==> config.mk <==
export PLATFORM = sky130hd
export DESIGN_NAME = mma_mac
export DESIGN_NICKNAME = d
export VERILOG_FILES = /design/src/rtl/mma_pkg.sv /design/src/rtl/mma_mac.sv
export SDC_FILE = /design/constraint.sdc
export NUM_CORES = 2
export LEC_CHECK = 0
export ABC_CLOCK_PERIOD_IN_PS = 13200
export BUFFER_PORTS_ARGS = -buffer_cell sky130_fd_sc_hd__buf_4
export CAP_MARGIN = 20
export CORE_MARGIN = 2
export CORE_UTILIZATION = 51
export DETAILED_ROUTE_END_ITERATION = 16
export PLACE_DENSITY = 0.68
export SETUP_SLACK_MARGIN = 0.15
export SYNTH_ARGS = -nofsm -noshare
export SYNTH_HDL_FRONTEND = slang
export SYNTH_SLANG_ARGS = --single-unit
==> constraint.sdc <==
create_clock -name clk -period 13.2 [get_ports clk]
set_input_delay 2.64 -clock clk [delete_from_list [all_inputs] [get_ports clk]]
set_output_delay 2.64 -clock clk [all_outputs]
set_load 0.03 [all_outputs]
==> src/rtl/mma_pkg.sv <==
package mma_pkg;

	localparam int unsigned MAX_DIM_DEF = 8;

	localparam int unsigned DIM_W  = 4;
	localparam int unsigned IDX_W  = 3;
	localparam int unsigned OP_W   = 3;
	localparam int unsigned FACT_W = 32;
	localparam int unsigned ACC_W  = 64;
	localparam int unsigned CFG_W  = 2;

	localparam logic [OP_W-1:0] OP_WRITE_X = 3'd0;
	localparam logic [OP_W-1:0] OP_WRITE_Y = 3'd1;
	localparam logic [OP_W-1:0] OP_WRITE_Z = 3'd2;
	localparam logic [OP_W-1:0] OP_CLEAR_Z = 3'd3;
	localparam logic [OP_W-1:0] OP_RUN     = 3'd4;
	localparam logic [OP_W-1:0] OP_READ_Z  = 3'd5;

	localparam logic [CFG_W-1:0] CFG_ROWS_X    = 2'd0;
	localparam logic [CFG_W-1:0] CFG_INNER_DIM = 2'd1;
	localparam logic [CFG_W-1:0] CFG_COLS_Y    = 2'd2;

	localparam logic [DIM_W-1:0] DIM_RESET = 4'd8;

	localparam logic KIND_READ = 1'b0;
	localparam logic KIND_RUN  = 1'b1;

	// source of the word written into the z store
	typedef enum logic [1:0] {
		ZSRC_IN,
		ZSRC_ZERO,
		ZSRC_MAC
	} zsrc_t;

	// store and mac controls from the sequencer
	typedef struct packed {
		logic  x_we;
		logic  y_we;
		logic  z_we;
		zsrc_t z_src;
		logic  rd_en;
		logic  mul_en;
	} mma_ctl_t;

endpackage

==> src/rtl/mma_mac.sv <==
module mma_mac
	import mma_pkg::*;
(
	input  logic                     clk,
	input  logic                     mul_en,
	input  logic signed [FACT_W-1:0] x_rd,
	input  logic signed [FACT_W-1:0] y_rd,
	input  logic signed [ACC_W-1:0]  z_acc,
	output logic signed [ACC_W-1:0]  sum,
	output logic                     sat
);

	localparam logic [ACC_W-1:0] ACC_MAX = {1'b0, {(ACC_W-1){1'b1}}};
	localparam logic [ACC_W-1:0] ACC_MIN = {1'b1, {(ACC_W-1){1'b0}}};

	logic signed [ACC_W-1:0] prod_full;
	logic signed [ACC_W-1:0] prod_q;
	logic signed [ACC_W-1:0] raw_sum;

	// exact product, both factors sign extended
	assign prod_full = ACC_W'(x_rd) * ACC_W'(y_rd);

	always_ff @(posedge clk) begin
		if (mul_en) begin
			prod_q <= prod_full;
		end
	end

	assign raw_sum = z_acc + prod_q;
	assign sat     = (z_acc[ACC_W-1] == prod_q[ACC_W-1]) &&
	                 (raw_sum[ACC_W-1] != z_acc[ACC_W-1]);
	assign sum     = sat ? (z_acc[ACC_W-1] ? ACC_MIN : ACC_MAX) : raw_sum;

endmodule

# Yosys cells after proc, flatten, opt, wreduce, memory -nomap -nowiden
# Index checks and enable logic that the tools add are counted.
dict set report classes {
  n_addsub 1
  mul 1
  div 0
  n_lt_le_gt_ge 0
  eq_ne 2
  shift 0
  muxes 2
  n_bitwise 0
  reduce_logical 1
}
# cell count
set ops {}
lappend ops {{64-bit two-way mux} 2}
lappend ops {{64-bit adder} 1}
lappend ops {{32-bit by 32-bit multiplier with 64-bit output} 1}
lappend ops {{1-bit == test} 1}
lappend ops {{1-bit logical AND} 1}
lappend ops {{1-bit inequality test} 1}
dict set report totals {
  register_bits 64
  latch_bits 0
  ram_bits 0
  rom_bits 0
  in_bits 130
  output_inout_bits 65
  wordCells 8
  mem_count 0
}

# Depth between registers and ports, before layout
dict set report depth {
  depth_word 4
  ltp_mapped 29
  mapped_depth_nobuf 28
}

# Worst setup path before layout
# OpenSTA, ideal clock, no wires.
dict set report synth_timing {
  path_type {input to register}
  from {input y_rd[2]}
  to {register prod_q[59], data pin}
  setup_time_ns 0.266
  t_arrival_ns 9.663
  t_required_ns 12.934
  path_slack_ns 3.271
  stages 26
  path_buffers 1
  cell_sequence {clkbuf_1 > nand2_1 > inv_1 > fa_1 > inv_1 > fa_1 > inv_1 > fa_1 > fa_1 > inv_1 > fa_1 > inv_1 > fa_1 > inv_1 > fa_1 > inv_1 > fa_1 > ha_1 > nor2b_1 > o21ai_0 > nand2b_1 > a211oi_1 > and3_1 > o21bai_1 > o41ai_1 > xnor2_1}
}
dict set report synth_via {
  elab_chain_len 1
}
# element line_no
set synth_lines {}
lappend synth_lines {{start: declaration} mma_mac.sv:7} ;# input logic signed [FACT_W-1:0] y_rd,
lappend synth_lines {{32-bit by 32-bit multiplier with 64-bit output} mma_mac.sv:21} ;# assign prod_full = ACC_W'(x_rd) * ACC_W'(y_rd);
lappend synth_lines {{via prod_full[59]} mma_mac.sv:16} ;# logic signed [ACC_W-1:0] prod_full;
lappend synth_lines {{end signal: assignment} mma_mac.sv:25} ;# prod_q <= prod_full;
lappend synth_lines {{end: declaration} mma_mac.sv:17} ;# logic signed [ACC_W-1:0] prod_q;
# The timed path passes the listed nets, and every way through them passes these cells.
# A chain may end at the register's enable or synchronous reset.

# Final worst setup path
dict set report layout_timing {
  from {input y_rd[2]}
  to {register prod_q[63], data pin}
}
# Same word-level chain as after synthesis.

==> run summary <==
The largest net degree at the start of global routing is 65. The normalized max-slew margin is 41.7%. The total setup violations reported at the end of the flow came out at 0. The number of buffer and inverter instances along the worst setup path is 4. The proportion of netlist area held by the largest area contributor came out at 51.5%. The root buffer cell chosen for the clock tree is clkbuf_16. In this run the post-CTS setup repair buffer count came out at 0. The hold-fix buffer count after cts came out at 0. The detailed-route via count came out at 30.7k. Measured along the y axis, the die boundary spans 291 um. The total of buffers placed on input and output ports is 194.

The number of antenna violations at the first check in global routing was 4. The number of flops mapped to enable cells by yosys is 64. The final count of pins violating max slew is 0. During synthesis, Yosys emitted a total of 0 warnings. The most common cell type on the critical path is fa_1.

For this run, the leading register cell type out of synthesis is edfxtp_1. The total routing resource utilization after global routing came out at 27.2%. After routing the design area is 44,300 sq um. The number of placed instances, taps included, is 5,577. The TritonCTS sink count is 64.

The chip width came out at 291 um. Setup repair after global routing left no endpoint under its margin. The flow ran to the end, and the final reports show no timing, DRC or antenna violations. Summing every instance area after synthesis gives 42,100 sq um. At the end of the flow the core is filled with cells to 54.2%. The via count of the first global-routing pass is 33.2k. The synthesized design spends more area on one cell type than any other, namely fa_1. The post-place instance area came out at 44,000 sq um. Grouping stages by cell kind, the critical path spends the most delay in adder cells. The area growth from synthesis to layout came out at 5.33%. The post-layout net count is 5,978.

The number of rows in the core area is 105. The number of instances in the synthesized netlist is 4,549. STA classifies the critical path endpoint as a flip-flop. The placeable core region came out at 81,800 sq um. The maximum fanout along the worst path came out at 32. The non-filler instance count after layout is 5,595. The library cell used most frequently in the layout, excluding fill and tap cells, is fa_1.

The number of iterations in the first detailed-routing pass is 5. TritonCTS built the clock tree. The initial core utilization is 51.4%. The startpoint class of the critical path is a primary input. Of the available clock period, the critical path in the final layout requires 81.5%. Gates resized during post-CTS repair numbered 0. The largest buffer count on any clock path is 2. Sorting the synthesized cells by area gives the leading types as fa_1 52%, inv_1 8.9%, and2_1 7.6%, ha_1 7.3%, nand2_1 5.1%.

The number of different library cells in the post-synthesis netlist is 79. The flip-flop and latch count after synthesis came out at 64. The wire length per cell came out at 19.9 um. The post-synth net total is 6,009. The first-iteration detailed-routing DRC count came out at 1,996. On the worst path, the slowest cell contributes a delay of 0.95 ns. The number of flip-flops in the largest register came out at 64. The number of buffers created by CTS came out at 9. Wires add up to 111,000 um. The number of top-level pins came out at 195. The sum of negative setup slack came out at 0 ns. The maximum level of the CTS H-tree came out at 3.

The worst path in the final design needs a cycle of 10.76 ns, including I/O delays and setup. Dividing the synthesized area by the synthesized cell count gives 9.25 sq um. Routability-driven placement finished with a final weighted congestion of 0.911. The largest individual stage delay along the critical path comes from the cell fa_1. The path type of the worst min-delay path is primary input to flip-flop.

The die covers 84,800 sq um. The detailed placement HPWL came out at 89,500 um. The proportion of synthesized flip-flops having asynchronous set or reset came out at 0%. The required time of the critical path is 13.30 ns.

Across the run, the number of max-cap violations was 0. The final count of hold timing violations came out at 0. The post-synthesis sequential area ratio came out at 4.57%. The critical path is of the primary input to flip-flop type. After detailed routing, the number of vias per cell comes to 5.49. Leaving out fill and tap cells, the most frequent cells in the layout are 1,083 x fa_1, 1,000 x inv_1, 575 x nand2_1. The layout cell share with drive strength beyond 1 is 5.24%. The largest registers in the layout are prod_q (64). The critical path goes through buf_4 > nand2_1 > inv_1 > fa_1 > inv_1 > fa_1 > inv_1 > fa_1 > fa_1 > fa_1 > fa_1 > fa_1 > fa_1 > ha_1 > nand4_1 > nor4_1 > nand4_1 > a211o_1 > and3_1 > o21ai_0 > a31oi_1 > xnor2_1.

The count of nets left with antenna violations once routing finished came out at 0. The arrival time at the worst endpoint came out at 10.85 ns. The wire length of the first global-routing pass is 180,000 um. prod_q holds more flip-flops than any other register. The clock-pin slew on the worst setup and hold paths came out at 0.06 ns. The final routed DRC violation total came out at 0.

For the pin with the worst max-slew slack, the measured transition is 0.853 ns. The achievable frequency came out at 93.0 MHz. Summed over all layers, the global routing overflow is 0.
## layer usage
| layer | part of all wire, % | GRT usage, % | vias to the layer above |
|---|---|---|---|
| met3 | 5.1 | 2.72 | 284 |
| li1 | - | - | 13500 |
| met2 | 52 | 47.6 | 1038 |
| met4 | 5.2 | 12.1 | 4 |
| met1 | 38 | 34.3 | 15900 |
| met5 | 0.018 | 0 | - |
## cell type report
class / count / area, sq um
diodes: 2 / 5.00
clock buffers: 9 / 225
clock inverters: 7 / 118
fillers: 7540 / 37500
inverters: 1000 / 3750
multi-input cells: 3245 / 35500
flip-flops and latches: 64 / 1920
well taps: 1070 / 1340
repair buffers: 198 / 1490
## logic make-up (layout without fill, tap and decap cells)
logic type / after synthesis / count (layout) / synth area share, %
adders and majority gates: 1331 / 1331 / 58.9
other: 0 / 2 / 0
buffers and inverters: 1240 / 1214 / 11.1
DFF: 64 / 64 / 4.57
xor gates and xnor gates: 123 / 123 / 2.56
muxes: 2 / 2 / 0.0476
AOI/OAI and AO/OA: 478 / 478 / 7.24
and+or+nand+nor: 1311 / 1311 / 15.6
## through the flow
step | hold slack [ns] | worst slack [ns]
4_1_cts | 2.88 | 2.56
3_5_place_dp | 3.25 | 2.21
5_1_grt | 2.90 | 2.19
6_report | 2.90 | 2.44
2_1_floorplan | 2.75 | 3.27
3_3_place_gp | 3.25 | 2.23
## cell usage after synthesis (64+ instances only)
master    number
a21o_1        73
a21oi_1      138
and2_1       510
clkbuf_1     223
edfxtp_1      64
fa_1        1083
ha_1         247
inv_1       1000
nand2_1      575
nor2_1        80
o21ai_0      124
xnor2_1       76
## worst paths after layout
kind                    endpoint  slack, ns  cells after the start  startpoint
worst min-delay path  prod_q[58]       2.90                      1      mul_en
worst max-delay path  prod_q[63]       2.44                     22     y_rd[2]
Power is not shown: default switching activity piles up to over one toggle a cycle in this logic, so the estimate is an artifact.
