--- config.mk ---
export PLATFORM = sky130hd
export DESIGN_NAME = mma_seq
export DESIGN_NICKNAME = d
export VERILOG_FILES = /design/src/rtl/mma_pkg.sv /design/src/rtl/mma_seq.sv
export SDC_FILE = /design/constraint.sdc
export NUM_CORES = 1
export LEC_CHECK = 0
export ABC_AREA = 1
export BUFFER_PORTS_ARGS = -buffer_cell sky130_fd_sc_hd__buf_2
export CAP_MARGIN = 20
export CORE_UTILIZATION = 45
export CTS_BUF_LIST = sky130_fd_sc_hd__clkbuf_16
export DETAILED_ROUTE_END_ITERATION = 10
export GPL_TIMING_DRIVEN = 0
export HOLD_SLACK_MARGIN = 0.05
export PLACE_DENSITY = 0.91
export SYNTH_ARGS = -nofsm -noshare
export SYNTH_HDL_FRONTEND = slang
export SYNTH_SLANG_ARGS = --single-unit
--- constraint.sdc ---
create_clock -name clk -period 2.8 [get_ports clk]
set_clock_uncertainty 0.15 [all_clocks]
set_input_delay 0.56 -clock clk [delete_from_list [all_inputs] [get_ports clk]]
set_output_delay 0.56 -clock clk [all_outputs]
set_load 0.05 [all_outputs]
--- src/rtl/mma_pkg.sv ---
package mma_pkg;

	localparam int unsigned MAX_DIM_DEF = 8;

	localparam int unsigned DIM_W  = 4;
	localparam int unsigned IDX_W  = 3;
	localparam int unsigned OP_W   = 3;
	localparam int unsigned FACT_W = 32;
	localparam int unsigned ACC_W  = 64;
	localparam int unsigned CFG_W  = 2;

	localparam logic [OP_W-1:0] OP_WRITE_X = 3'd0;
	localparam logic [OP_W-1:0] OP_WRITE_Y = 3'd1;
	localparam logic [OP_W-1:0] OP_WRITE_Z = 3'd2;
	localparam logic [OP_W-1:0] OP_CLEAR_Z = 3'd3;
	localparam logic [OP_W-1:0] OP_RUN     = 3'd4;
	localparam logic [OP_W-1:0] OP_READ_Z  = 3'd5;

	localparam logic [CFG_W-1:0] CFG_ROWS_X    = 2'd0;
	localparam logic [CFG_W-1:0] CFG_INNER_DIM = 2'd1;
	localparam logic [CFG_W-1:0] CFG_COLS_Y    = 2'd2;

	localparam logic [DIM_W-1:0] DIM_RESET = 4'd8;

	localparam logic KIND_READ = 1'b0;
	localparam logic KIND_RUN  = 1'b1;

	// source of the word written into the z store
	typedef enum logic [1:0] {
		ZSRC_IN,
		ZSRC_ZERO,
		ZSRC_MAC
	} zsrc_t;

	// store and mac controls from the sequencer
	typedef struct packed {
		logic  x_we;
		logic  y_we;
		logic  z_we;
		zsrc_t z_src;
		logic  rd_en;
		logic  mul_en;
	} mma_ctl_t;

endpackage

--- src/rtl/mma_seq.sv ---
module mma_seq
	import mma_pkg::*;
#(
	parameter int unsigned MAX_DIM = MAX_DIM_DEF,
	localparam int unsigned DEPTH  = MAX_DIM * MAX_DIM,
	localparam int unsigned AW     = (DEPTH > 1) ? $clog2(DEPTH) : 1
) (
	input  logic                    clk,
	input  logic                    arst_n,
	input  logic                    start,
	input  logic [OP_W-1:0]         operation,
	input  logic [IDX_W-1:0]        row,
	input  logic [IDX_W-1:0]        col,
	input  logic                    cfg_write,
	input  logic [CFG_W-1:0]        cfg_index,
	input  logic [DIM_W-1:0]        cfg_data,
	input  logic                    mac_sat,
	input  logic signed [ACC_W-1:0] z_rd,
	output logic                    busy,
	output mma_ctl_t                ctl,
	output logic [AW-1:0]           addr_x,
	output logic [AW-1:0]           addr_y,
	output logic [AW-1:0]           addr_z,
	output logic                    result_valid,
	output logic                    result_kind,
	output logic signed [ACC_W-1:0] z_value,
	output logic                    overflow
);

	localparam int unsigned DIM_MAXV = (1 << DIM_W) - 1;
	localparam logic [DIM_W-1:0] DIM_CAP =
		DIM_W'((MAX_DIM > DIM_MAXV) ? DIM_MAXV : MAX_DIM);
	localparam logic [AW-1:0] MD_A     = AW'(MAX_DIM);
	localparam logic [AW-1:0] CLR_LAST = AW'(DEPTH - 1);

	localparam logic [2:0] S_IDLE = 3'd0;
	localparam logic [2:0] S_RD   = 3'd1;
	localparam logic [2:0] S_MUL  = 3'd2;
	localparam logic [2:0] S_ADD  = 3'd3;
	localparam logic [2:0] S_CLR  = 3'd4;

	logic [2:0]       state_q;
	logic [DIM_W-1:0] rows_q, inner_q, cols_q;
	logic [DIM_W-1:0] n_dim, p_dim, m_dim;
	logic [DIM_W-1:0] i_q, j_q, k_q;
	logic [AW-1:0]    clr_q;
	logic             ovf_q;
	logic             valid_q, kind_q, ovf_out_q, rdok_q;

	logic             accept, in_store;
	logic             i_last, k_last, j_last, run_last;
	logic [AW-1:0]    in_addr;

	function automatic logic [DIM_W-1:0] clamp_dim(input logic [DIM_W-1:0] v);
		logic [DIM_W-1:0] r;
		r = v;
		if (v == '0) begin
			r = DIM_W'(1);
		end else if (v > DIM_CAP) begin
			r = DIM_CAP;
		end
		return r;
	endfunction

	assign n_dim = clamp_dim(rows_q);
	assign p_dim = clamp_dim(inner_q);
	assign m_dim = clamp_dim(cols_q);

	assign busy     = (state_q != S_IDLE);
	assign accept   = start && (state_q == S_IDLE);
	assign in_store = (32'(row) < MAX_DIM) && (32'(col) < MAX_DIM);
	assign in_addr  = AW'(row) * MD_A + AW'(col);

	assign i_last   = (i_q == n_dim - DIM_W'(1));
	assign k_last   = (k_q == p_dim - DIM_W'(1));
	assign j_last   = (j_q == m_dim - DIM_W'(1));
	assign run_last = i_last && k_last && j_last;

	// address select: item address when idle, sweep when clearing, loop indices in a run
	always_comb begin
		unique case (state_q)
			S_IDLE: begin
				addr_x = in_addr;
				addr_y = in_addr;
				addr_z = in_addr;
			end
			S_CLR: begin
				addr_x = '0;
				addr_y = '0;
				addr_z = clr_q;
			end
			S_RD, S_MUL, S_ADD: begin
				addr_x = AW'(i_q) * MD_A + AW'(k_q);
				addr_y = AW'(k_q) * MD_A + AW'(j_q);
				addr_z = AW'(i_q) * MD_A + AW'(j_q);
			end
			default: begin
				addr_x = '0;
				addr_y = '0;
				addr_z = '0;
			end
		endcase
	end

	always_comb begin
		ctl.x_we   = accept && (operation == OP_WRITE_X) && in_store;
		ctl.y_we   = accept && (operation == OP_WRITE_Y) && in_store;
		ctl.z_we   = (accept && (operation == OP_WRITE_Z) && in_store) ||
		             (state_q == S_CLR) || (state_q == S_ADD);
		ctl.z_src  = (state_q == S_CLR) ? ZSRC_ZERO :
		             (state_q == S_ADD) ? ZSRC_MAC : ZSRC_IN;
		ctl.rd_en  = (state_q == S_RD) || (accept && (operation == OP_READ_Z));
		ctl.mul_en = (state_q == S_MUL);
	end

	always_ff @(posedge clk or negedge arst_n) begin
		if (!arst_n) begin
			rows_q  <= DIM_RESET;
			inner_q <= DIM_RESET;
			cols_q  <= DIM_RESET;
		end else if (cfg_write) begin
			if (cfg_index == CFG_ROWS_X) begin
				rows_q <= cfg_data;
			end
			if (cfg_index == CFG_INNER_DIM) begin
				inner_q <= cfg_data;
			end
			if (cfg_index == CFG_COLS_Y) begin
				cols_q <= cfg_data;
			end
		end
	end

	always_ff @(posedge clk or negedge arst_n) begin
		if (!arst_n) begin
			state_q <= S_IDLE;
			i_q     <= '0;
			j_q     <= '0;
			k_q     <= '0;
			clr_q   <= '0;
			ovf_q   <= 1'b0;
		end else begin
			unique case (state_q)
				S_IDLE: begin
					if (accept && (operation == OP_RUN)) begin
						state_q <= S_RD;
						i_q     <= '0;
						j_q     <= '0;
						k_q     <= '0;
						ovf_q   <= 1'b0;
					end else if (accept && (operation == OP_CLEAR_Z)) begin
						state_q <= S_CLR;
						clr_q   <= '0;
					end
				end
				S_RD: state_q <= S_MUL;
				S_MUL: state_q <= S_ADD;
				S_ADD: begin
					ovf_q <= ovf_q | mac_sat;
					if (run_last) begin
						state_q <= S_IDLE;
					end else begin
						state_q <= S_RD;
						if (!i_last) begin
							i_q <= i_q + DIM_W'(1);
						end else begin
							i_q <= '0;
							if (!k_last) begin
								k_q <= k_q + DIM_W'(1);
							end else begin
								k_q <= '0;
								j_q <= j_q + DIM_W'(1);
							end
						end
					end
				end
				S_CLR: begin
					clr_q <= clr_q + AW'(1);
					if (clr_q == CLR_LAST) begin
						state_q <= S_IDLE;
					end
				end
				default: state_q <= S_IDLE;
			endcase
		end
	end

	always_ff @(posedge clk or negedge arst_n) begin
		if (!arst_n) begin
			valid_q <= 1'b0;
		end else begin
			valid_q <= (accept && (operation == OP_READ_Z)) ||
			           ((state_q == S_ADD) && run_last);
		end
	end

	always_ff @(posedge clk) begin
		if (accept && (operation == OP_READ_Z)) begin
			kind_q    <= KIND_READ;
			ovf_out_q <= 1'b0;
			rdok_q    <= in_store;
		end else if ((state_q == S_ADD) && run_last) begin
			kind_q    <= KIND_RUN;
			ovf_out_q <= ovf_q | mac_sat;
			rdok_q    <= 1'b0;
		end
	end

	assign result_valid = valid_q;
	assign result_kind  = kind_q;
	assign overflow     = ovf_out_q;
	assign z_value      = rdok_q ? z_rd : '0;

endmodule
## Word-level counts from Yosys, hierarchy flattened

Index checks and enable logic that the tools add are counted.

- Reductions and logical operators: 33
- Add/subtract/negate cells: 11
- Equality and inequality tests: 23
- $lt $le $gt $ge: 3
- Multiplexer cells: 34
- Bitwise gates (word level): 1

Operators by type and width:

| operator | count |
|---|---|
| two-way mux 64 bit | 1 |
| two-way mux 4 bit | 15 |
| one-hot mux 6 bit (2 select lines) | 3 |
| one-hot mux 4 bit (2 select lines) | 3 |
| adder 6 x 4 -> 6 bit | 3 |
| one-hot mux 6 bit (3 select lines) | 1 |
| one-hot mux 3 bit (5 select lines) | 1 |
| adder 4 x 1 -> 4 bit (second input constant) | 3 |
| equality test 3 x 2 -> 1 bit (second input constant) | 4 |
| equality test 4 bit | 3 |
| > comparator 4 bit (second input constant) | 3 |
| zero test 4 bit | 3 |
| two-way mux 6 bit | 2 |
| subtractor 4 x 1 -> 4 bit (second input constant) | 3 |
| logical AND 1 bit | 10 |
| AND reduction 2 bit | 5 |
| equality test 3 bit (second input constant) | 3 |
| two-way mux 3 bit | 3 |
| != test 2 bit (second input constant) | 4 |
| adder 6 x 1 -> 6 bit (second input constant) | 1 |
| adder 6 x 3 -> 6 bit | 1 |
| equality test 3 x 1 -> 1 bit (second input constant) | 2 |
| equality test 6 bit (second input constant) | 1 |
| zero test 3 bit | 2 |
| 16 further kinds | 25 |

- Output and inout port bits: 93
- Logic and storage cells: 118
- Input bits: 84
- Register bits: 38

## Longest topological paths before layout

- Depth in word-level cells: 9
- Depth in mapped cells: 17
- Mapped depth without buffers: 17

## Least setup slack after synthesis

OpenSTA, ideal clock, no wires.

- Path kind: reg-to-output
- From: register state_q[2]
- To: output addr_z[0]
- Stages on the path, launching flop included: 5
- Setup slack: -158 ps
- Data arrival time: 2,248 ps
- Buffers on the path: 0
- Required time: 2,090 ps
- Cells stage by stage: dfrtp_1 > inv_1 > nor2_2 > inv_1 > o221ai_1

- Word-level cells in the longest chain between the ends: 3
- Elaborated cells between the ends (all ways): 7
- Classes of those cells: 4 x eq/ne; 1 x mux; 2 x reduce/logical

RTL lines:

| element | line | RTL |
|---|---|---|
| from (decl) | mma_seq.sv:42 | `logic [2:0] state_q;` |
| from (signal assigned) | mma_seq.sv:136 | `state_q <= S_IDLE;` |
| from (signal assigned) | mma_seq.sv:146 | `state_q <= S_RD;` |
| from (signal assigned) | mma_seq.sv:152 | `state_q <= S_CLR;` |
| equality test 3 x 2 -> 1 bit or equality test 3 x 1 -> 1 bit (tied branches) | mma_seq.sv:81 | `unique case (state_q)` |
| OR reduction 3 bit | mma_seq.sv:81 |  |
| one-hot mux 6 bit (3 select lines) (*) | mma_seq.sv:81 |  |
| to (decl) | mma_seq.sv:23 | `output logic [AW-1:0] addr_z,` |

Mark *: on every way between the ends. The rest lies on a longest branch, timed or not.

==> flow_metrics.py <==
metrics = {
    "cts": {
        "clk_latency_ns": 0.28,
        "clkSinkCount": 38,
        "cts_tree": "done",
        "cts-htree-levels": 2,
        "post_cts_buffers": 0,
        "cts_max_path_buffers": 2,
        "cts-root-buf": "clkbuf_16",
        "numCtsBuffers": 5,
        "cts-resized-gates": 1,
        "postCtsHoldBufs": 0,
        "clkSlewWorstSetupHoldPaths_ns": 0.06,
    },
    "timing": {
        "period_minus_slack_ns": 2.67,
        "finalSetupViolCount": 0,
        "worst_slack_ns": 0.127,
        "tightest_slew_ns": 0.788,
        "hold_viol": 0,
        "timing.fmax_mhz": 374,
        "relSlewSlack_pct": 47.5,
        "setup_tns_ns": 0,
        "finalCritPeriodShare_pct": 95.5,
        "rsz0062_at_grt": "no",
        "timing.final.max_slew_violations": 0,
    },
    "power_and_ir_drop": {
        "p_leak_nw": 2.79,
        "pwr_density_cell_mw_per_mm2": 879,
        "power_mw": 3.80,
        "vdd.ir_drop.worst_mv": 0.277,
    },
    "worst_setup_path": {
        "cp.required_ns": 2.09,
        "critical_path_buf_inv_count": 3,
        "cp_top_family": "simple AND/OR/NAND/NOR gates",
        "reg2reg_to": "k_q[2]$_DFFE_PN0P_",
        "cp_cell_sequence": "inv_2 -> nand2_4 -> nor2_8 -> nand2_2 -> nor3_2 -> inv_1 -> nand2_1 -> buf_2",
        "cp_max_fo": 9,
        "r2r_setup_slack_ns": 0.48,
        "cp_slowest_cell": "dfrtp_1",
        "cp-start-kind": "flip-flop",
        "rr_worst_depth": 13,
        "cp_data_arrival_time_ns": 1.96,
        "critPathKind": "flip-flop to output pin",
        "r2r_start": "rows_q[3]$_DFFE_PN1P_",
        "max_stage_delay_ns": 0.40,
        "endpoint_kind": "output pin",
    },
    "synthesis": {
        "synth_edf_count": 0,
        "synthesis.area_mm2": 0.00317,
        "yosysUniqueCellTypes": 37,
        "synth_ff_type": "dfrtp_1",
        "synth.net_count": 583,
        "synth-seq-cells": 38,
        "ys_seq_area_share_pct": 29.7,
        "ys_async_sr_fraction_pct": 92.1,
        "yosys_warnings": 0,
        "postSynthAreaPerCell_um2": 6.51,
        "synthCells": 486,
    },
    "detailed_routing": {
        "antenna_left": 0,
        "via_per_inst": 4.84,
        "routed_wl_um": 9290,
        "wl_per_cell_um": 12.1,
        "dr.first_iter.drc_count": 358,
        "first_pass_iters": 5,
        "drcViolationCount": 0,
        "vias": 3709,
    },
    "run": {
        "maxCapViolCount": 0,
    },
    "grt": {
        "grt_pass1_vias": 3310,
        "antenna_found_initial": 0,
        "grt_max_degree": 36,
        "track_usage_pct": 24.8,
        "grt_overflow": 0,
        "grt_pass1_wl_um": 14700,
    },
    "floorplanning": {
        "die_height_um": 85.9,
        "die_w_um": 85.9,
        "fp.coreArea_mm2": 0.00679,
        "dieArea_mm2": 0.00737,
        "io_pins": 177,
        "initial_core_util_pct": 46.6,
        "rows": 30,
    },
    "place": {
        "dp_slack_ns": 0.262,
        "io_buffers": 176,
        "placed_area_mm2": 0.00418,
        "place.gp.congestion": 0.845,
        "hpwlAfterDp_um": 7570,
    },
    "finish": {
        "final_area_mm2": 0.00432,
        "drive_gt1_share_pct": 34.5,
        "final_cell_mix": "176 x buf_2, 162 x nand2_1, 110 x inv_1, 32 x dfrtp_1, 25 x nand3_1",
        "synthToLayoutAreaGrowth_pct": 36.5,
        "fin_util_pct": 63.6,
        "diodes": 0,
        "final_common_cell": "buf_2",
        "fillers": 551,
        "nets": 766,
    },
    "status": {
        "status": "finished clean",
    },
    "hold_path": {
        "hp-class": "input pin to async pin",
    },
}
==> state kept, by name, indices dropped and copies added, names as in the netlist <==
register and cells:
rows_q 4, k_q 4, overflow 1, state_q 3, j_q 4, inner_q 4, result_valid 1, rdok_q 1
i_q 4, ovf_q 1, result_kind 1, cols_q 4, clr_q 6
==> worst register-to-register path, cell delays in order (launching register included) <==
cell	delay, ns
dfstp_2	0.55
inv_1	0.07
nand2_1	0.08
nand2_1	0.08
inv_1	0.06
ha_1	0.23
xnor2_1	0.14
nor2_2	0.13
nand4_4	0.15
inv_2	0.13
nand3_4	0.13
buf_6	0.18
nand4_1	0.08
nand2_1	0.06
==> stage by stage <==
stage,hold WS (ns),instances
finish,0.213,766
global route,0.284,766
CTS,0.243,766
detailed placement,0.314,758
global placement,0.305,758
floorplan,0.114,486
==> logic make-up after synthesis <==
kind of cell / after synthesis / synth area share (%)
buffers and inverters: 130 / 16.4
XOR/XNOR: 9 / 2.49
AND/OR/NAND/NOR: 254 / 38.6
AO/OA/AOI/OAI: 42 / 7.75
flip-flops: 38 / 29.7
adder cells (fa/ha/maj): 13 / 5.14
==> per-layer routing <==
metal / vias up / part of all wire [%] / global-route usage, % / wire length [um]
li1: 1835 / - / - / -
met1: 1680 / 41 / 31.1 / 3770
met2: 180 / 50 / 43.3 / 4620
met3: 14 / 8.0 / 4.52 / 744
met4: 0 / 1.7 / 7.73 / 155
met5: - / 0 / 0 / 0
==> synth_stat cells, drive strengths merged, types with 4 or more instances <==
library cell | instances | share of area (%)
inv | 118 | 14
nand2 | 174 | 22
clkbuf | 8 | 0.95
o21ai | 26 | 4.1
dfrtp | 32 | 25
nand4 | 10 | 3.1
ha | 13 | 5.1
buf | 4 | 1.4
xor2 | 5 | 1.4
nor2 | 29 | 5.1
xnor2 | 4 | 1.1
nand3 | 30 | 5.8
a21oi | 6 | 1.1
o221ai | 4 | 1.1
nor3 | 8 | 2.0
==> layout make-up <==
class                      count  area (um^2)  area share (%)
buffer                        12         75.1            1.74
clock buffer                   5          125            2.90
clock inverter                 3         13.8           0.319
inverter                     118          443            10.3
multi-input combinational    318         1720            39.9
sequential                    38          940            21.7
tap                           96          120            2.78
timing repair buffer         176          881            20.4
==> worst max-delay path by stage <==
stage / from / end / slack [ns] / depth (start not counted)
after floorplan: i_q[0]$_DFFE_PN0P_ / addr_x[5] / 0.07 / 4
after global placement: operation[0] / ctl[1] / 0.25 / 8
after detailed placement: state_q[0]$_DFFE_PN0P_ / ctl[1] / 0.26 / 8
after CTS: state_q[0]$_DFFE_PN0P_ / ctl[1] / 0.13 / 8
after global routing: state_q[0]$_DFFE_PN0P_ / ctl[1] / 0.02 / 8
final: state_q[0]$_DFFE_PN0P_ / ctl[1] / 0.13 / 8
==> report_power, final <==
group	total (mW)	leakage (nW)	internal, mW	switching (mW)
combinational	2.41	2.24	0.617	1.79
sequential	0.853	0.474	0.692	0.161
clock	0.533	0.0748	0.323	0.210
No activity file was read; power rests on OpenSTA's default activity.
